File: config.mk
export PLATFORM = sky130hd
export DESIGN_NAME = usvg_div
export DESIGN_NICKNAME = d
export VERILOG_FILES = /design/src/hdl/usvg_pkg.sv /design/src/hdl/usvg_div.sv
export SDC_FILE = /design/constraint.sdc
export NUM_CORES = 1
export LEC_CHECK = 0
export BUFFER_PORTS_ARGS = -buffer_cell sky130_fd_sc_hd__buf_2
export CORE_MARGIN = 4
export CORE_UTILIZATION = 50
export CTS_CLUSTER_DIAMETER = 60
export DETAILED_ROUTE_END_ITERATION = 12
export HOLD_SLACK_MARGIN = 0.02
export PLACE_DENSITY = 0.71
export SLEW_MARGIN = 15
export SYNTH_ARGS = -nofsm -noshare
export SYNTH_HDL_FRONTEND = slang
export SYNTH_SLANG_ARGS = --single-unit
File: constraint.sdc
create_clock -name clk_i -period 2.1 [get_ports clk_i]
set_input_delay 0.105 -clock clk_i [delete_from_list [all_inputs] [get_ports clk_i]]
set_output_delay 0.105 -clock clk_i [all_outputs]
set_load 0.01 [all_outputs]
File: src/hdl/usvg_pkg.sv
// UV sphere vertex generator: shared types, constants and helper functions.
// Used by usvg_div, usvg_cordic and uv_sphere_vertex_generator_unit.
package usvg_pkg;

  localparam int CordicStages = 16;
  localparam int MaxSegments  = 255;
  localparam int IdxW         = 8;
  localparam int SegW         = 8;
  localparam int RadW         = 16;
  localparam int TexW         = 17;
  localparam int NormW        = 16;
  localparam int PosW         = 17;
  localparam int CfgIdxW      = 2;
  localparam int CfgDataW     = 16;
  localparam int XW           = 34;
  localparam int ZW           = 33;
  localparam int KW           = 5;

  localparam logic [31:0]          PiQ30   = 32'hC90F_DAA2;
  localparam logic signed [XW-1:0] GainQ30 = 34'sh0_26DD_3B6A;

  typedef enum logic [CfgIdxW-1:0] {
    CFG_LONG_SEGS = 2'd0,
    CFG_LAT_SEGS  = 2'd1,
    CFG_RADIUS    = 2'd2
  } cfg_idx_e;

  typedef struct packed {
    logic [SegW-1:0] rem;
    logic [TexW-1:0] lo;
    logic [TexW-1:0] quo;
    logic [SegW-1:0] dvs;
  } div_lane_t;

  typedef struct packed {
    logic signed [XW-1:0] x;
    logic signed [XW-1:0] y;
    logic signed [ZW-1:0] z;
    logic                 neg_c;
    logic                 neg_s;
    logic [TexW-1:0]      tag;
  } cordic_stage_t;

  function automatic div_lane_t div_step(input div_lane_t a);
    div_lane_t    r;
    logic [SegW:0] t;
    r = a;
    t = {a.rem, a.lo[TexW-1]};
    r.lo = {a.lo[TexW-2:0], 1'b0};
    if (t >= {1'b0, a.dvs}) begin
      r.rem = SegW'(t - {1'b0, a.dvs});
      r.quo = {a.quo[TexW-2:0], 1'b1};
    end else begin
      r.rem = t[SegW-1:0];
      r.quo = {a.quo[TexW-2:0], 1'b0};
    end
    return r;
  endfunction

  function automatic logic signed [ZW-1:0] atan_q30(input logic [KW-1:0] k);
    logic signed [ZW-1:0] a;
    case (k)
      5'd0:    a = 33'sd843314857;
      5'd1:    a = 33'sd497837829;
      5'd2:    a = 33'sd263043837;
      5'd3:    a = 33'sd133525159;
      5'd4:    a = 33'sd67021687;
      5'd5:    a = 33'sd33543516;
      5'd6:    a = 33'sd16775851;
      5'd7:    a = 33'sd8388437;
      5'd8:    a = 33'sd4194283;
      5'd9:    a = 33'sd2097149;
      5'd10:   a = 33'sd1048576;
      5'd11:   a = 33'sd524288;
      5'd12:   a = 33'sd262144;
      5'd13:   a = 33'sd131072;
      5'd14:   a = 33'sd65536;
      5'd15:   a = 33'sd32768;
      5'd16:   a = 33'sd16384;
      5'd17:   a = 33'sd8192;
      5'd18:   a = 33'sd4096;
      5'd19:   a = 33'sd2048;
      5'd20:   a = 33'sd1024;
      5'd21:   a = 33'sd512;
      5'd22:   a = 33'sd256;
      5'd23:   a = 33'sd128;
      default: a = '0;
    endcase
    return a;
  endfunction

endpackage

File: src/hdl/usvg_div.sv
// Two-lane pipelined restoring divider, one quotient bit per stage.
// Depends on usvg_pkg (div_lane_t, div_step).
module usvg_div import usvg_pkg::*; (
  input  logic            clk_i,
  input  logic            rst_ni,
  input  logic            vld_i,
  input  div_lane_t       lane_u_i,
  input  div_lane_t       lane_v_i,
  output logic            vld_o,
  output logic [TexW-1:0] quo_u_o,
  output logic [TexW-1:0] quo_v_o
);

  localparam int Steps = TexW;

  logic [Steps:0] vld_q;
  div_lane_t      u_q [Steps+1];
  div_lane_t      v_q [Steps+1];

  always_ff @(posedge clk_i or negedge rst_ni) begin
    if (!rst_ni) begin
      vld_q <= '0;
    end else begin
      vld_q <= {vld_q[Steps-1:0], vld_i};
    end
  end

  always_ff @(posedge clk_i) begin
    u_q[0] <= lane_u_i;
    v_q[0] <= lane_v_i;
  end

  for (genvar s = 0; s < Steps; s++) begin : g_step
    always_ff @(posedge clk_i) begin
      u_q[s+1] <= div_step(u_q[s]);
      v_q[s+1] <= div_step(v_q[s]);
    end
  end

  assign vld_o   = vld_q[Steps];
  assign quo_u_o = u_q[Steps].quo;
  assign quo_v_o = v_q[Steps].quo;

endmodule

==> results.md, run 1 <==
- Outcome: complete, no violations
- Logic pwr share: 31.3%
- CP Data Required Time: 2.65 ns
- Reg-to-Reg End: u_q[10][49]
- Slew Viols, Final: 0
- M3 GR Usage: 2.73%
- Sequential power share: 41.0%
- First-pass GRT wire length: 105,000 um
- Largest net degree at the start of global routing: 19
- DRT Pass-1 Iters: 5
- Post-synth top cells: dfxtp_1, inv_1, ha_1
- CTS clock-pin slew for the worst setup and hold paths: 0.07 ns
- Peak supply drop: 0.847 mV
- Final setup vio count: 0
- Io pins: 138
- Pre-CTS WS: 0.00525 ns
- Syn Inst Count: 3,329
- Core area: 0.0765 mm2
- Switch share: 30.2%
- FMAX: 491 MHz
- Internal power: 51.0 mW
- GR Util met2: 28.0%
- Detailed placement HPWL: 43,000 um
- Post-synthesis cell type count: 64
- Layout Nets: 4,100
- Total negative slack: 0 ns
- Clk buf depth: 3
- Worst EP arrival: 2.59 ns
- Non-filler instance count after layout: 4,821
- Synth-to-layout area growth: 18.3%
- Layout cell share with drive strength beyond 1: 14.6%
- Die Height: 287 um
- Synth top area share: 59.6%
- R2r startpoint: u_q[9][6]
- Ys flop type: dfxtp_1
- Final min period: 2.04 ns
- Finished Cell Area: 0.0459 mm2
- Most frequent cell after synthesis: dfxtp_1
- Initial Util: 50.8%
- Post-Place Cells: 4,528
- Critical Path End Type: flip-flop
- Avg Cell Area, Syn: 11.7 um2
- Synthesized area: 0.0388 mm2
- Busiest layer in global routing: met2
- TritonCTS clock tree: done
- GP Congestion: 0.866
- Cts bufs inserted: 112
- Sink Count: 1,174
- Post-synth EDFFs: 0
- Leak pwr: 20.5 nW
- Worst Hold Class: input pin to flip-flop
- RSZ-0062 raised after global routing: yes
- Total number of vias: 23,000
- Hold EP: u_q[0][30]
- WL per Instance: 12.7 um
- WL final: 61,300 um
- Register area share after synthesis: 60.8%
- Final ANT Viol Nets: 0
- Clock skew: 0.0165 ns
- Pwr dens: 1590 mW/mm2
- GR Layer Usage met1: 17.2%
- Port Buffers: 103
- Overflow after GRT: 0
- Setup WS post-layout: 0.0613 ns
- Worst r2r path cells: 8
- DP Area: 0.0411 mm2
- #FFs+latches synth: 1,174
- Hold Path Depth: 2
- Layout filler cell count: 6,003
- Root Buffer: clkbuf_16
- Crit Path Max Fanout: 6
- Rows: 101
- Worst slew pin tran: 0.768 ns
- Drt drc: 0
- Net Switching: 22.1 mW
- Initial DRC count: 834
- Initial antenna violation count: 1
- Largest cells by area after synthesis: dfxtp_1, ha_1, inv_1
- H-tree levels: 3
- Power, Total: 73.1 mW
- Yosys Warn Count: 0
- Setup slack, reg-to-reg: 0.06 ns
- Overall Global Routing Usage: 15.1%
- HP Start: lane_u_i[30]
- Vias per cell: 4.77
- Synth area leader: dfxtp_1
- Critical Path Source Type: flip-flop
- Final worst path period share: 97.1%
- FFs w/ async S/R, synth: 1.53%
- Die X: 287 um
- Die area: 0.0821 mm2
- Worst-skew pair later-pin latency: 0.66 ns
- Max-slew headroom: 48.7%
- Clock share of power: 27.6%
- # diodes: 0
- Net count after synthesis: 3,736
- Final Hold Vio Count: 0
- Max-cap violations: 0
- Crit Path Class: flip-flop to flip-flop
- Number of global-route vias before repair: 23,200
-- kinds of logic (layout without fill, tap and decap cells) --
kind of cell	Yosys count	after routing	share of synthesized area, %
buffers and inverters	387	849	3.93
AO/OA/AOI/OAI	734	734	12.9
XOR/XNOR	100	100	2.26
flip-flops	1174	1174	60.8
multiplexers	90	90	2.51
AND/OR/NAND/NOR	540	540	7.14
adder cells (fa/ha/maj)	304	304	10.4
-- stage by stage --
stage	hold slack (ns)	utilization, %
2_1_floorplan	-0.191	-
3_3_place_gp	0.0338	53.8
3_5_place_dp	0.0512	53.8
4_1_cts	0.0205	59.7
5_1_grt	0.0484	60.0
6_report	0.0736	60.0
-- routing by layer --
| layer | up-vias | routed length, um |
|---|---|---|
| met5 | - | 0 |
| met3 | 113 | 2200 |
| met2 | 326 | 31000 |
| met1 | 10500 | 26400 |
| li1 | 12100 | - |
| met4 | 0 | 1720 |
-- sequential cells by signal, summed over array words and instances, names as in the netlist --
register / flops
u_q: 578
v_q: 578
vld_q: 18
-- placed cells by master (no fill, tap or decap), types with 17 or more instances in the layout --
cell / netlist / final
dfxtp_1: 1156 / 1155
inv_1: 362 / 361
ha_1: 272 / 269
o21ai_0: 234 / 229
nand2_1: 200 / 200
a21oi_1: 160 / 151
clkbuf_16: 0 / 115
buf_2: 1 / 103
buf_4: 19 / 91
dlygate4sd3_1: 0 / 69
nor2_1: 59 / 59
mux2_2: 59 / 59
o21a_1: 52 / 52
nand2b_1: 51 / 51
xor2_1: 51 / 51
xnor2_1: 49 / 49
a21o_1: 41 / 41
and2_1: 40 / 40
o31ai_1: 40 / 39
a211oi_1: 37 / 37
nor2b_1: 34 / 33
mux2i_1: 31 / 31
fa_1: 32 / 31
nor3_1: 30 / 30
o21ai_1: 25 / 29
nand3_1: 29 / 29
clkbuf_1: 2 / 25
clkbuf_8: 0 / 24
a21boi_0: 23 / 23
or2_2: 21 / 21
and4_1: 20 / 20
a31o_2: 20 / 20
nand3b_1: 19 / 19
o22a_1: 19 / 19
clkinv_2: 0 / 18
dfrtp_1: 18 / 18
a221oi_4: 17 / 17
-- worst max-delay path by stage --
stage | startpoint | endpoint | slack [ns] | cells past startpoint
3_3_place_gp | v_q[4][3] | v_q[5][47] | 0.01 | 7
3_5_place_dp | v_q[4][3] | v_q[5][44] | 0.005 | 7
4_1_cts | v_q[4][3] | v_q[5][44] | 0.02 | 7
6_report | u_q[9][6] | u_q[10][49] | 0.06 | 8
2_1_floorplan | v_q[7][3] | v_q[8][44] | 0.18 | 7
5_1_grt | u_q[9][6] | u_q[10][49] | -0.02 | 8
-- cell type report --
class / count / area, um2 / share of cell area (%)
Sequential cell: 1174 / 23600 / 51.4
Tap cell: 1030 / 1290 / 2.81
Inverter: 365 / 1370 / 2.99
Clock inverter: 48 / 557 / 1.21
Clock buffer: 164 / 3300 / 7.20
Multi-Input combinational cell: 1768 / 13800 / 30.0
Timing Repair Buffer: 272 / 2000 / 4.36
-- power groups by stage --
stage | Clock (mW) | Sequential, mW | Combinational (mW)
finish | 20.2 | 30.0 | 22.9
floorplan | 0 | 29.8 | 17.3
global route | 21.8 | 30.6 | 25.9
global placement | 0 | 30.4 | 21.8
detailed placement | 0 | 30.5 | 22.2
CTS | 20.8 | 30.1 | 22.5
-- worst max-delay path, stage by stage (launching register included) --
cell	delay, ns
dfxtp_1	0.38
inv_1	0.07
ha_1	0.35
a21oi_1	0.23
o21ai_1	0.16
a221oi_4	0.33
buf_4	0.18
inv_1	0.05
o22a_1	0.18
-- what timing repair did --
item	CTS	global route
pin swaps	1	17
gates resized for setup	0	36
buffers inserted	0	12
cloned	0	0
hold buffers	69	0
setup endpoints to repair	4	87
hold endpoints to repair	85	0
(Power assumes the default switching activity.)
==> run 2, diff against run 1 <==
--- a/config.mk
+++ b/config.mk
@@ -6,6 +6,7 @@
 export NUM_CORES = 1
 export LEC_CHECK = 0
 export BUFFER_PORTS_ARGS = -buffer_cell sky130_fd_sc_hd__buf_2
+export CORE_ASPECT_RATIO = 0.7
 export CORE_MARGIN = 4
 export CORE_UTILIZATION = 50
 export CTS_CLUSTER_DIAMETER = 60
==> run 2 against run 1 <==
Die area about the same; hold slack worse by 0.0020 ns; combinational power up 3%; flip-flop and latch count unchanged; cell area up 0.35%; critical path type unchanged; clock skew down 0.00095 ns; register-to-register slack better by 0.02 ns.
==> results.md, run 2 (same netlist as run 1, synthesis figures left out) <==
- Outcome: complete, no violations
- R2r startpoint: v_q[2][2]
- Final ANT Viol Nets: 0 (unchanged)
- Biggest regs: u_q x578, v_q x578, vld_q x18
- Max-slew headroom: 48.1% (-0.52 points)
- Crit Path Class: flip-flop to flip-flop
- GP Congestion: 0.882 (+1.9%)
- Number of global-route vias before repair: 22,800 (-2.0%)
- Worst Hold Class: input pin to flip-flop
- Initial DRC count: 1,193 (+43%)
- Final min period: 2.02 ns (-0.0158 ns)
- Final Util: 59.9% (-0.13 points)
- Clock skew: 0.0156 ns (-0.000949 ns)
- Clock share of power: 27.2% (-0.4 points)
- Layout filler cell count: 6,126 (+2.0%)
- Clk buf depth: 3 (unchanged)
- Overflow after GRT: 0 (unchanged)
- Vias per cell: 4.79 (+0.42%)
- Drt drc: 0 (unchanged)
- Die X: 341 um (+19%)
- Total number of vias: 23,200 (+0.92%)
- Synth-to-layout area growth: 18.7%
- Die Height: 241 um (-16%)
- WL per Instance: 13.4 um (+5.1%)
- Final Hold Vio Count: 0 (unchanged)
- FMAX: 494 MHz (+0.78%)
- Final setup vio count: 0 (unchanged)
- Worst-skew pair later-pin latency: 0.66 ns (about the same)
- Critical Path Source Type: flip-flop
- Final worst path period share: 96.3% (-0.75 points)
- Detailed placement HPWL: 44,500 um (+3.5%)
- Layout Nets: 4,117 (+0.41%)
- Switch share: 31.0% (+0.77 points)
- Initial Util: 50.5% (-0.29 points)
- Critical Path Start: v_q[2][2]
- Critical Path Max Stage Delay: 0.48 ns (+0.10 ns)
- Worst EP arrival: 2.64 ns (+0.05 ns)
- Root Buffer: clkbuf_16
- Sequential power share: 40.8% (-0.2 points)
- Cts bufs inserted: 104 (-7.1%)
- Peak supply drop: 0.758 mV (-10%)
- Post-Place Cells: 4,542 (+0.31%)
- Die area: 0.0822 mm2 (about the same)
- Slew Viols, Final: 0 (unchanged)
- Port Buffers: 103 (unchanged)
- Internal power: 51.0 mW (-0.14%)
- H-tree levels: 3 (unchanged)
- Crit Path Max Fanout: 5 (-1)
- Non-filler instance count after layout: 4,845 (+0.50%)
- CP Data Required Time: 2.71 ns (+0.06 ns)
- Io pins: 138 (unchanged)
- Max-cap violations: 0 (unchanged)
- Pwr dens: 1600 mW/mm2 (+0.61%)
- TritonCTS clock tree: done
- Power, Total: 73.8 mW (+0.97%)
- Largest net degree at the start of global routing: 19 (unchanged)
- Rows: 85 (-16%)
- Net Switching: 22.9 mW (+3.5%)
- HP Start: lane_v_i[3]
- RSZ-0062 raised after global routing: yes
- CTS clock-pin slew for the worst setup and hold paths: 0.07 ns (about the same)
- Worst path slowest cell: or4b_1
- Worst-path cell chain: inv_1, ha_1, nor2b_1, o31a_1, or4b_1, nand3_1, mux2_2
- Finished Cell Area: 0.0460 mm2 (+0.35%)
- Logic pwr share: 32.1% (+0.8 points)
- Leak pwr: 20.6 nW (about the same)
- Initial antenna violation count: 0 (-1)
- DRT Pass-1 Iters: 7 (+2)
- Layout cell share with drive strength beyond 1: 15.2% (+0.57 points)
- Overall Global Routing Usage: 15.9% (+0.87 points)
- Hold_ws: 0.0716 ns (-0.00201 ns)
- WL final: 64,700 um (+5.6%)
- Most common cell after layout, fill and taps aside: dfxtp_1
- Worst slew pin tran: 0.775 ns (+0.00778 ns)
- First-pass GRT wire length: 110,000 um (+4.7%)
- Core area: 0.0769 mm2 (+0.57%)
- Sink Count: 1,174 (unchanged)
- Critical Path End Type: flip-flop
- Most frequent cells in the layout: dfxtp_1, inv_1, ha_1
- DP Area: 0.0411 mm2 (about the same)
==> run 2: cell count changes in the layout (fill, tap and decap cells not counted), sizes merged, moves of 2 or more <==
cell,delta
buf,+7
bufinv,+7
clkbuf,-36
clkdlybuf4s15,+2
clkinvlp,+9
dlygate4sd3,+16
inv,+3
==> run 2: worst paths after layout <==
kind                               to  cells past startpoint  slack [ns]
max                        v_q[3][48]                      7        0.08
min                         v_q[0][3]                      2        0.07
max reg2reg                v_q[3][48]                      7        0.08
min reg2reg                u_q[8][12]                      0        0.32
max in group asynchronous   vld_q[15]                      3        1.00
min in group asynchronous    vld_q[2]                      3        0.61
==> run 2: per-layer routing <==
metal	track usage (%)	share of wire, %	wire length (um)
met5	0	0	0
met4	4.61	2.3	1490
met3	3.08	4.1	2650
met2	24.2	42	26900
met1	23.3	52	33700
==> run 2: power by group through the flow <==
stage / clock [mW] / combinational [mW] / sequential, mW
global placement: 0 / 22.0 / 30.5
CTS: 20.6 / 22.9 / 30.2
detailed placement: 0 / 22.5 / 30.6
finish: 20.0 / 23.7 / 30.1
floorplan: 0 / 17.3 / 29.8
global route: 21.6 / 26.6 / 30.7
==> run 2: critical path: cells and delay by family, from the launching register on <==
family                   cells  cell delay, ns
flip-flops                   1            0.37
multiplexers                 1            0.15
buffers and inverters        1            0.06
adder cells (fa/ha/maj)      1            0.36
AND/OR/NAND/NOR              3            0.75
AO/OA/AOI/OAI                1            0.28
==> run 2: area by class of cell <==
type	instances	area, um2	area share, %
repair buffers	297	2220	4.83
diodes	1	2.50	0.00543
flip-flops and latches	1174	23600	51.2
multi-input cells	1768	13800	30.0
well taps	1044	1310	2.84
clock buffers	128	2880	6.26
clock inverters	68	852	1.85
inverters	365	1370	2.98
==> run 2: through the flow <==
step,setup WS [ns],setup TNS [ns]
2_1_floorplan,0.180,0
3_3_place_gp,0.0520,0
3_5_place_dp,0.0217,0
4_1_cts,0.0105,0
5_1_grt,-0.0297,-0.115
6_report,0.0770,0
==> run 2: timing repair <==
| item | 4_1_cts | 5_1_grt |
|---|---|---|
| pin swaps | 0 | 25 |
| buffers inserted | 0 | 16 |
| endpoints found under the hold margin | 85 | 0 |
| gates cloned | 0 | 5 |
| endpoints found under the setup margin | 1 | 148 |
| hold buffers | 85 | 0 |
| resized for setup | 1 | 54 |
